`src/cdv_pkg.sv`:
```
package cdv_pkg;

	// Field widths of one request and one result
	localparam int FUNC_W  = 2;
	localparam int COORD_W = 7;
	localparam int VALUE_W = 16;
	localparam int PROD_W  = 2 * VALUE_W;
	localparam int SUM_W   = 48;

	// Request function codes
	localparam logic [FUNC_W-1:0] FUNC_LOAD_KERNEL = 2'd0;
	localparam logic [FUNC_W-1:0] FUNC_LOAD_IMAGE  = 2'd1;
	localparam logic [FUNC_W-1:0] FUNC_COMPUTE     = 2'd2;

	// Output geometry codes
	localparam logic [1:0] MODE_VALID = 2'd0;
	localparam logic [1:0] MODE_FULL  = 2'd1;
	localparam logic [1:0] MODE_SAME  = 2'd2;

	// Register file layout on the APB port
	localparam int APB_AW = 5;
	localparam int APB_DW = 32;
	localparam logic [2:0] REG_CONV_MODE   = 3'd0;
	localparam logic [2:0] REG_IMAGE_ROWS  = 3'd1;
	localparam logic [2:0] REG_IMAGE_COLS  = 3'd2;
	localparam logic [2:0] REG_KERNEL_ROWS = 3'd3;
	localparam logic [2:0] REG_KERNEL_COLS = 3'd4;

	// Depth of the command and result queues
	localparam int QUEUE_DEPTH = 2;

	typedef struct packed {
		logic [FUNC_W-1:0]         func;
		logic [COORD_W-1:0]        row;
		logic [COORD_W-1:0]        col;
		logic signed [VALUE_W-1:0] value;
	} in_item_t;

	typedef struct packed {
		logic signed [SUM_W-1:0] sum;
		logic                    status;
	} out_item_t;

	typedef struct packed {
		logic [1:0] conv_mode;
		logic [6:0] image_rows;
		logic [6:0] image_cols;
		logic [3:0] kernel_rows;
		logic [3:0] kernel_cols;
	} cfg_t;

	localparam cfg_t CFG_RESET = '{
		conv_mode:   MODE_VALID,
		image_rows:  7'd64,
		image_cols:  7'd64,
		kernel_rows: 4'd3,
		kernel_cols: 4'd3
	};

	typedef enum logic [1:0] {
		CMD_LOAD_KERNEL,
		CMD_LOAD_IMAGE,
		CMD_COMPUTE
	} cmd_kind_t;

	typedef struct packed {
		cmd_kind_t                 kind;
		logic [COORD_W-1:0]        row;
		logic [COORD_W-1:0]        col;
		logic signed [VALUE_W-1:0] value;
	} cmd_t;

endpackage

```
`src/cdv_front.sv`:
```
module cdv_front #(
	parameter int MAX_IMAGE_ROWS  = 64,
	parameter int MAX_IMAGE_COLS  = 64,
	parameter int MAX_KERNEL_ROWS = 8,
	parameter int MAX_KERNEL_COLS = 8
) (
	input  logic              clk,
	input  logic              arst_n,
	input  logic              push,
	output logic              full,
	input  cdv_pkg::in_item_t item,
	output logic              cmd_push,
	input  logic              cmd_full,
	output cdv_pkg::cmd_t     cmd
);
	import cdv_pkg::*;

	logic valid_s1;
	cmd_t cmd_s1;
	cmd_t decoded;
	logic keep;
	logic take;

	// The stage holds while its request waits on a full command queue
	assign full     = valid_s1 && cmd_full;
	assign take     = push && !full;
	assign cmd_push = valid_s1;
	assign cmd      = cmd_s1;

	// Classify the request; loads outside the stores and unused codes are dropped
	always_comb begin
		decoded.row   = item.row;
		decoded.col   = item.col;
		decoded.value = item.value;
		case (item.func)
			FUNC_LOAD_KERNEL: begin
				decoded.kind = CMD_LOAD_KERNEL;
				keep = (32'(item.row) < 32'(MAX_KERNEL_ROWS))
					&& (32'(item.col) < 32'(MAX_KERNEL_COLS));
			end
			FUNC_LOAD_IMAGE: begin
				decoded.kind = CMD_LOAD_IMAGE;
				keep = (32'(item.row) < 32'(MAX_IMAGE_ROWS))
					&& (32'(item.col) < 32'(MAX_IMAGE_COLS));
			end
			FUNC_COMPUTE: begin
				decoded.kind = CMD_COMPUTE;
				keep = 1'b1;
			end
			default: begin
				decoded.kind = CMD_COMPUTE;
				keep = 1'b0;
			end
		endcase
	end

	// Stage valid bit
	always_ff @(posedge clk or negedge arst_n) begin
		if (!arst_n) begin
			valid_s1 <= 1'b0;
		end else if (!full) begin
			valid_s1 <= take && keep;
		end
	end

	// Stage payload
	always_ff @(posedge clk) begin
		if (take) begin
			cmd_s1 <= decoded;
		end
	end

endmodule

```
`config.mk`:
```
export PLATFORM = sky130hd
export DESIGN_NAME = cdv_front
export DESIGN_NICKNAME = d
export VERILOG_FILES = /design/src/cdv_pkg.sv /design/src/cdv_front.sv
export SDC_FILE = /design/constraint.sdc
export NUM_CORES = 1
export LEC_CHECK = 0
export BUFFER_PORTS_ARGS = -buffer_cell sky130_fd_sc_hd__buf_2
export CORE_MARGIN = 2
export CORE_UTILIZATION = 40
export DETAILED_ROUTE_END_ITERATION = 6
export GPL_ROUTABILITY_DRIVEN = 0
export PLACE_DENSITY = 0.77
export SLEW_MARGIN = 10
export SYNTH_ARGS = -nofsm -noshare
export SYNTH_HDL_FRONTEND = slang
export SYNTH_SLANG_ARGS = --single-unit
```
`constraint.sdc`:
```
create_clock -name clk -period 3.1 [get_ports clk]
set_clock_uncertainty 0.2 [all_clocks]
set_input_delay 0.31 -clock clk [delete_from_list [all_inputs] [get_ports clk]]
set_output_delay 0.31 -clock clk [all_outputs]
set_load 0.01 [all_outputs]
```
==> summary.txt <==
Floorplan
  • Number of top-level pins: 70
  • Die area: 0.00304 sq mm
  • Starting utilization of the core area: 0.422
  • Floorplan Core Area: approximately 0.0025 sq mm
  • Height of the die: about 55 um
  • Std cell rows: 18
  • Horizontal die dimension: roughly 55 um

Timing
  • Final setup violation count: 0
  • Unrepaired setup endpoints after global routing: false
  • Rel. slew slack: 0.748
  • Final max-slew violation count: 0
  • Period Utilization, post-route: 0.516
  • Setup TNS: 0 ns
  • Final Hold Fails: 0
  • Worst Hold Slack: 0.0623 ns
  • Crit path time final: 1.60 ns
  • Maximum operating frequency: between 600 and 700 MHz
  • Actual slew at the worst max-slew pin: 0.378 ns

CTS
  • Number of H-tree branching levels: 2
  • Clock transition at path regs: roughly 0.090 ns
  • Post_cts resized: 0
  • Inserted Clock Buffers: 5
  • Clk sinks: 33
  • TritonCTS clock tree: done
  • CTS Root Cell: clkbuf_4
  • Setup Buffers After CTS: 0
  • Bufs on Longest Clock Path: 2
  • Hold-fix buffers, CTS: 32
  • Clk_lat worst skew: between 0.3 and 0.4 ns

Synth
  • Count of unique library cells instantiated by Yosys: 9
  • FF+latch count, synth: 33
  • Number of synthesis warnings: 0
  • Syn Std Cell Area: ~0.0010 sq mm
  • Post-synthesis sequential area ratio: 0.943
  • Post-Synthesis Net Count: 78
  • Syn avg cell area: 24.9 sq um
  • Gate Count Post-Synth: 42

Finish
  • Post-route cell area: 0.00181 sq mm
  • Final net count: between 150 and 200
  • Area overhead of the layout relative to synthesis: 72.7%
  • Fraction of layout cells with a size suffix above 1: 0.517
  • Antenna diode count: 0
  • Final std cells w/o fill: about 180

Setup path
  • Critical setup path kind: register to register
  • Nature of the critical path startpoint: register
  • Critical path data required time: around 2.9 ns
  • Delay of the slowest critical-path stage: between 0.3 and 0.4 ns
  • Crit Path Max Fanout: 32
  • CP arrival: about 1.4 ns
  • Critical path, cell by cell: and2_1 > nor2b_2 > buf_4
  • CP max-delay cell: dfrtp_1
  • Type of element capturing the critical path: register

Global routing
  • Total routing resource utilization after global routing: 0.163
  • Antenna violations before repair: 0
  • Number of global-route vias before repair: between 700 and 800
  • Largest net degree at the start of global routing: 33
  • Total grt overflow: 0
  • First-pass GRT wire length: 3220 um

Route
  • Post-route ant nets: 0
  • Vias per cell: around 4.4
  • DRT Pass-1 Iters: 3
  • Routed WL: between 2000 and 2500 um
  • Detailed router's first-iteration violation count: 13
  • Number of remaining DRC errors: 0
  • Wire length per cell after detailed routing: ~14 um
  • Vias: approximately 790

Place
  • Placed Area: ~0.0014 sq mm
  • Count of buffers inserted at the top-level ports: roughly 70
  • Number of placed cells counting well taps: ~140

Power and ir drop
  • Switching share of power: 0.218
  • Part of the total power dissipated in combinational logic: 0.136
  • Reported net switching power: about 190 uW
  • Worst IR drop on VDD: a little under 0.4 mV
  • Pleak: ~0.00078 uW
  • Reg power frac: 0.616
  • P per Cell Area: between 400 and 500 mW/mm^2
  • Internal power: between 600 and 700 uW
  • Clock power frac: 0.248

Outcome
  • Status: finished, final reports clean

Run
  • Reported max-cap violation count: 0

Min path
  • Class of the worst hold path: input pin to register
## cell type report
cell class	count	area [sq um]
clock inverter	2	10.0
clock buffer	6	41.3
tap	30	37.5
timing repair buffer	102	673
fill	158	671
sequential	33	986
multi-input combinational	8	58.8
## cell usage after synthesis
cell type	number	area share
a211o_1	1	0.0084
a31o_1	1	0.0084
and2_1	1	0.0060
clkbuf_1	1	0.0036
dfrtp_1	1	0.024
edfxtp_1	32	0.92
nor2b_1	2	0.012
nor4_1	2	0.012
o31ai_1	1	0.0072
## per-layer routing
metal,GRT usage,wire [um]
met1,0.148,905
met2,0.317,1260
met3,0.0538,286
met4,0.0732,21
met5,0,0
## cells in the final DEF (no fill, tap or decap)
master,instances
nor2b_1,1
nor4_1,2
buf_2,69
dlygate4sd3_1,32
edfxtp_1,32
clkinv_2,2
buf_4,1
dfrtp_1,1
clkbuf_1,1
nor2b_2,1
clkbuf_4,5
a211o_1,1
and2_1,1
o31ai_1,1
a31o_1,1
## power groups by stage
stage | clock (uW) | combinational, uW | sequential, uW
6_report | 214 | 117 | 530
3_5_place_dp | 0 | 86.0 | 541
3_3_place_gp | 0 | 82.8 | 539
5_1_grt | 243 | 127 | 533
4_1_cts | 224 | 117 | 531
2_1_floorplan | 0 | 13.9 | 558
## cell families after synthesis
| family | count (synthesis) | share of synthesized area |
|---|---|---|
| DFF | 33 | 0.943 |
| and+or+nand+nor | 5 | 0.0299 |
| AOI/OAI and AO/OA | 3 | 0.0239 |
| buffers and inverters | 1 | 0.00359 |
## state kept, by name, summed over array words and instances (netlist names)
name	count
cmd	32
cmd_push	1
## path summary, 6_finish.rpt
path | slack [ns] | from | depth (start not counted) | end
worst min-delay path | 0.06 | push | 2 | cmd_push
worst min register to register | 0.52 | cmd_push | 2 | cmd_push
worst max-delay path | 1.50 | cmd_push | 3 | cmd[25]
min in group asynchronous | 0.10 | arst_n | 2 | cmd_push
worst max register to register | 1.50 | cmd_push | 3 | cmd[25]
max in group asynchronous | 2.52 | arst_n | 2 | cmd_push
## worst max-delay path: cells and delay by family, from the launching register on
kind / cells / cell delay [ns]
and+or+nand+nor: 2 / 0.31
buffers and inverters: 1 / 0.36
DFF: 1 / 0.39
## stage by stage
step           setup WS [ns]   util  power (uW)
2_1_floorplan          0.399      -         572
3_3_place_gp            1.55  0.579         622
3_5_place_dp            1.50  0.579         627
4_1_cts                 1.51  0.729         872
5_1_grt                 1.45  0.729         904
6_report                1.50  0.729         861
Power figures use the tool's default switching activity.
