File: src/cdv_pkg.sv
package cdv_pkg;

	// Field widths of one request and one result
	localparam int FUNC_W  = 2;
	localparam int COORD_W = 7;
	localparam int VALUE_W = 16;
	localparam int PROD_W  = 2 * VALUE_W;
	localparam int SUM_W   = 48;

	// Request function codes
	localparam logic [FUNC_W-1:0] FUNC_LOAD_KERNEL = 2'd0;
	localparam logic [FUNC_W-1:0] FUNC_LOAD_IMAGE  = 2'd1;
	localparam logic [FUNC_W-1:0] FUNC_COMPUTE     = 2'd2;

	// Output geometry codes
	localparam logic [1:0] MODE_VALID = 2'd0;
	localparam logic [1:0] MODE_FULL  = 2'd1;
	localparam logic [1:0] MODE_SAME  = 2'd2;

	// Register file layout on the APB port
	localparam int APB_AW = 5;
	localparam int APB_DW = 32;
	localparam logic [2:0] REG_CONV_MODE   = 3'd0;
	localparam logic [2:0] REG_IMAGE_ROWS  = 3'd1;
	localparam logic [2:0] REG_IMAGE_COLS  = 3'd2;
	localparam logic [2:0] REG_KERNEL_ROWS = 3'd3;
	localparam logic [2:0] REG_KERNEL_COLS = 3'd4;

	// Depth of the command and result queues
	localparam int QUEUE_DEPTH = 2;

	typedef struct packed {
		logic [FUNC_W-1:0]         func;
		logic [COORD_W-1:0]        row;
		logic [COORD_W-1:0]        col;
		logic signed [VALUE_W-1:0] value;
	} in_item_t;

	typedef struct packed {
		logic signed [SUM_W-1:0] sum;
		logic                    status;
	} out_item_t;

	typedef struct packed {
		logic [1:0] conv_mode;
		logic [6:0] image_rows;
		logic [6:0] image_cols;
		logic [3:0] kernel_rows;
		logic [3:0] kernel_cols;
	} cfg_t;

	localparam cfg_t CFG_RESET = '{
		conv_mode:   MODE_VALID,
		image_rows:  7'd64,
		image_cols:  7'd64,
		kernel_rows: 4'd3,
		kernel_cols: 4'd3
	};

	typedef enum logic [1:0] {
		CMD_LOAD_KERNEL,
		CMD_LOAD_IMAGE,
		CMD_COMPUTE
	} cmd_kind_t;

	typedef struct packed {
		cmd_kind_t                 kind;
		logic [COORD_W-1:0]        row;
		logic [COORD_W-1:0]        col;
		logic signed [VALUE_W-1:0] value;
	} cmd_t;

endpackage

File: src/cdv_queue.sv
module cdv_queue #(
	parameter type T = logic
) (
	input  logic clk,
	input  logic arst_n,
	input  logic push,
	output logic full,
	input  T     din,
	input  logic pop,
	output logic empty,
	output T     dout
);
	import cdv_pkg::*;

	localparam int AW = (QUEUE_DEPTH > 1) ? $clog2(QUEUE_DEPTH) : 1;
	localparam int CW = $clog2(QUEUE_DEPTH + 1);

	T               mem_q [QUEUE_DEPTH];
	logic [AW-1:0]  wr_q;
	logic [AW-1:0]  rd_q;
	logic [CW-1:0]  count_q;
	logic           wr;
	logic           rd;

	// Occupancy flags and the handshake qualifiers
	assign full  = (count_q == CW'(QUEUE_DEPTH));
	assign empty = (count_q == '0);
	assign wr    = push && !full;
	assign rd    = pop && !empty;
	assign dout  = mem_q[rd_q];

	// Pointers and fill count
	always_ff @(posedge clk or negedge arst_n) begin
		if (!arst_n) begin
			wr_q    <= '0;
			rd_q    <= '0;
			count_q <= '0;
		end else begin
			if (wr) begin
				wr_q <= (wr_q == AW'(QUEUE_DEPTH - 1)) ? '0 : wr_q + 1'b1;
			end
			if (rd) begin
				rd_q <= (rd_q == AW'(QUEUE_DEPTH - 1)) ? '0 : rd_q + 1'b1;
			end
			if (wr && !rd) begin
				count_q <= count_q + 1'b1;
			end else if (rd && !wr) begin
				count_q <= count_q - 1'b1;
			end
		end
	end

	// Entry storage
	always_ff @(posedge clk) begin
		if (wr) begin
			mem_q[wr_q] <= din;
		end
	end

	a_push_fills: assert property (@(posedge clk) disable iff (!arst_n)
		(push && !full) |=> !empty)
		else $error("queue empty right after an accepted push");

	a_count_bound: assert property (@(posedge clk) disable iff (!arst_n)
		count_q <= CW'(QUEUE_DEPTH))
		else $error("queue count beyond depth");

endmodule

File: config.mk
export PLATFORM = sky130hd
export DESIGN_NAME = cdv_queue
export DESIGN_NICKNAME = d
export VERILOG_FILES = /design/src/cdv_pkg.sv /design/src/cdv_queue.sv
export SDC_FILE = /design/constraint.sdc
export NUM_CORES = 1
export LEC_CHECK = 0
export ABC_CLOCK_PERIOD_IN_PS = 2970
export BUFFER_PORTS_ARGS = -buffer_cell sky130_fd_sc_hd__buf_4
export CORE_AREA = 5 5 42 44
export CTS_CLUSTER_SIZE = 20
export DETAILED_ROUTE_END_ITERATION = 7
export DIE_AREA = 0 0 47 49
export GPL_ROUTABILITY_DRIVEN = 0
export SKIP_CTS_REPAIR_TIMING = 1
export SYNTH_ARGS = -nofsm -noshare
export SYNTH_HDL_FRONTEND = slang
export SYNTH_SLANG_ARGS = --single-unit
File: constraint.sdc
create_clock -name clk -period 2.97 [get_ports clk]
set_input_delay 0.594 -clock clk [delete_from_list [all_inputs] [get_ports clk]]
set_output_delay 0.594 -clock clk [all_outputs]
set_load 0.01 [all_outputs]
==> run_results.csv <==
group,metric,value,unit
clock_tree,cts_tree,"yes",
detailed_routing,vias,180,
synthesis,syn_area_per_cell,12.2,sq um
final_layout,fin_cells,48,
synthesis,synth_edf_count,2,
final_layout,post-route-util,25.9,%
synthesis,yosysTopAreaCell,"dfrtp_1",
critical_path,arrival,1.09,ns
die,io_pins,8,
synthesis,synth-seq-area-share,59.8,%
critical_path,required,2.38,ns
run_status,outcome,"completed",
die,start_util,19.1,%
synthesis,post-synth-top-count-cell,"dfrtp_1",
final_layout,fin_area,363,sq um
synthesis,syn_inst,22,
pwr,leakagePower,0.174,nW
die,placementRows,14,
die,core_area,1400,sq um
synthesis,ys_warn_count,0,
pwr,swShare,33.6,%
timing,hold_viol,0,
timing,timing.fmax,595,MHz
detailed_routing,routed_via_density,3.75,
global_routing,grt_max_degree,6,
clock_tree,clkSinkCount,6,
synthesis,synth-main-ff-cell,"dfrtp_1",
placed_design,dpl_cell_area,340,sq um
synthesis,synthArstFlopShare,66.7,%
critical_path,r2r_cells,6,
detailed_routing,first_iter_violations,0,
final_layout,fillers,160,
critical_path,criticalPathCategory,"reg2out",
synthesis,syn-num-nets,28,
clock_tree,htreeDepth,1,
clock_tree,root_buffer,"clkbuf_4",
pwr,comb_power_share,39.7,%
pwr,power.switching,0.000129,W
clock_tree,cts_buffers,3,
critical_path,startpoint_type,"register",
worst_hold_path,holdCritPathClass,"in2async",
die,die_h,49,um
critical_path,path_max_fanout,2,
pwr,peakVddDrop,0.357,mV
timing,fin_setup_tns,0,ns
detailed_routing,wl,482,um
synthesis,synthTopCellsByArea,"dfrtp_1 37%, edfxtp_1 22%, xnor2_1 9.8%, xor2_1 6.5%, ha_1 4.7%",
global_routing,globalRouteOverflowTotal,0,
die,die_w,47,um
die,die_area,2300,sq um
placed_design,placed_cells,45,
timing,worstMarginPinSlew,0.214,ns
detailed_routing,drc,0,
detailed_routing,drtAntennaViolNets,0,
timing,skew,0.000638,ns
timing,slew_headroom,85.6,%
placed_design,hpwl,399,um
pwr,clockPowerShare,19.5,%
pwr,seq_power_share,40.7,%
synthesis,yosysUniqueCellTypes,12,
timing,finalMaxSlewViolations,0,
critical_path,end_kind,"primary output",
pwr,p_int,0.000255,W
synthesis,netlist_top_cells_count,"4 x dfrtp_1, 3 x nor2_1, 3 x xnor2_1",
final_layout,drive_gt1_share,34.4,%
clock_tree,clk_latency,0.24,ns
global_routing,grt.total_usage,5.74,%
placed_design,portBuffers,7,
final_layout,areaGrowthSynthToFinish,35.5,%
timing,setup_violations,0,
pwr,power_density,1060,nW/um^2
synthesis,ys_ff_latch,6,
final_layout,diodes,0,
global_routing,antenna_found_initial,0,
detailed_routing,drt_first_pass_iters,1,
clock_tree,clk_pin_slew,0.05,ns
global_routing,grt_pass1_wl,793,um
timing,final.min_clock_period,1.68,ns
detailed_routing,wl_per_cell,10.0,um
synthesis,yosysTopAreaCellShare,37.4,%
timing,rsz0062_at_grt,"no",
global_routing,grt_pass1_vias,186,
timing,timing.final.crit_share,56.6,%
final_layout,nets,40,
synthesis,netlist_area,268,sq um
run,maxCapViolCount,0,
clock_tree,cts_buffer_depth,2,
## area by class of cell
class	count	area, sq um	share of cell area (%)
Sequential cell	6	160	44.1
Inverter	2	7.51	2.07
Multi-Input combinational cell	14	100	27.6
Clock buffer	3	22.5	6.21
Tap cell	16	20.0	5.52
Timing Repair Buffer	7	52.6	14.5
## per-stage QoR
step | setup WS, ns | hold slack, ns | total power, W
after floorplan | 1.61 | 0.298 | 0.000256
after global placement | 1.46 | 0.395 | 0.000308
after detailed placement | 1.44 | 0.397 | 0.000314
after CTS | 1.28 | 0.142 | 0.000390
after global routing | 1.25 | 0.133 | 0.000411
final | 1.29 | 0.141 | 0.000384
## worst paths after layout
kind | start | endpoint | slack (ns)
max in group asynchronous | arst_n | rd_q$_DFFE_PN0P_ | 2.73
max reg2reg | count_q[0]$_DFFE_PN0P_ | count_q[1]$_DFFE_PN0P_ | 1.49
min in group clk | rd_q$_DFFE_PN0P_ | rd_q$_DFFE_PN0P_ | 0.49
min reg2reg | rd_q$_DFFE_PN0P_ | rd_q$_DFFE_PN0P_ | 0.49
max | rd_q$_DFFE_PN0P_ | dout | 1.29
min | arst_n | count_q[1]$_DFFE_PN0P_ | 0.14
## flip-flops by register name (all words and copies together) (netlist names)
| register | cells |
|---|---|
| mem_q | 2 |
| count_q | 2 |
| wr_q | 1 |
| rd_q | 1 |
## worst max-delay path, stage by stage (launching register included)
cell     delay, ns
dfrtp_1       0.37
mux2_2        0.34
buf_4         0.14
## power groups by stage
| stage | Clock (W) | Sequential (W) | Combinational (W) |
|---|---|---|---|
| final | 0.0000749 | 0.000157 | 0.000153 |
| after CTS | 0.0000752 | 0.000156 | 0.000158 |
| after detailed placement | 0 | 0.000157 | 0.000157 |
| after floorplan | 0 | 0.000151 | 0.000105 |
| after global routing | 0.0000810 | 0.000160 | 0.000170 |
| after global placement | 0 | 0.000156 | 0.000152 |
## metal layers
metal	vias up	GRT usage [%]	share of wire, %
li1	92	-	-
met1	78	6.05	39
met2	6	6.79	47
met3	4	3.32	8.5
met4	0	6.91	5.0
met5	-	0	0
## placed cells by master (no fill, tap or decap)
cell type,netlist,layout
o21ai_1,1,1
ha_1,1,1
clkbuf_4,0,3
edfxtp_1,2,2
inv_1,2,2
mux2_2,1,1
nand2_1,1,1
dfrtp_1,4,4
and3_1,1,1
nand2b_1,1,1
xor2_1,2,2
xnor2_1,3,3
nor2_1,3,3
buf_4,0,7
## kinds of logic (layout without fill, tap and decap cells)
group,after synthesis,after routing,synth area share [%]
AO/OA/AOI/OAI,1,1,1.87
XOR/XNOR,5,5,16.4
adder cells (fa/ha/maj),1,1,4.67
buffers and inverters,2,12,2.80
flip-flops,6,6,59.8
multiplexers,1,1,4.21
AND/OR/NAND/NOR,6,6,10.3
Power figures use the tool's default switching activity.
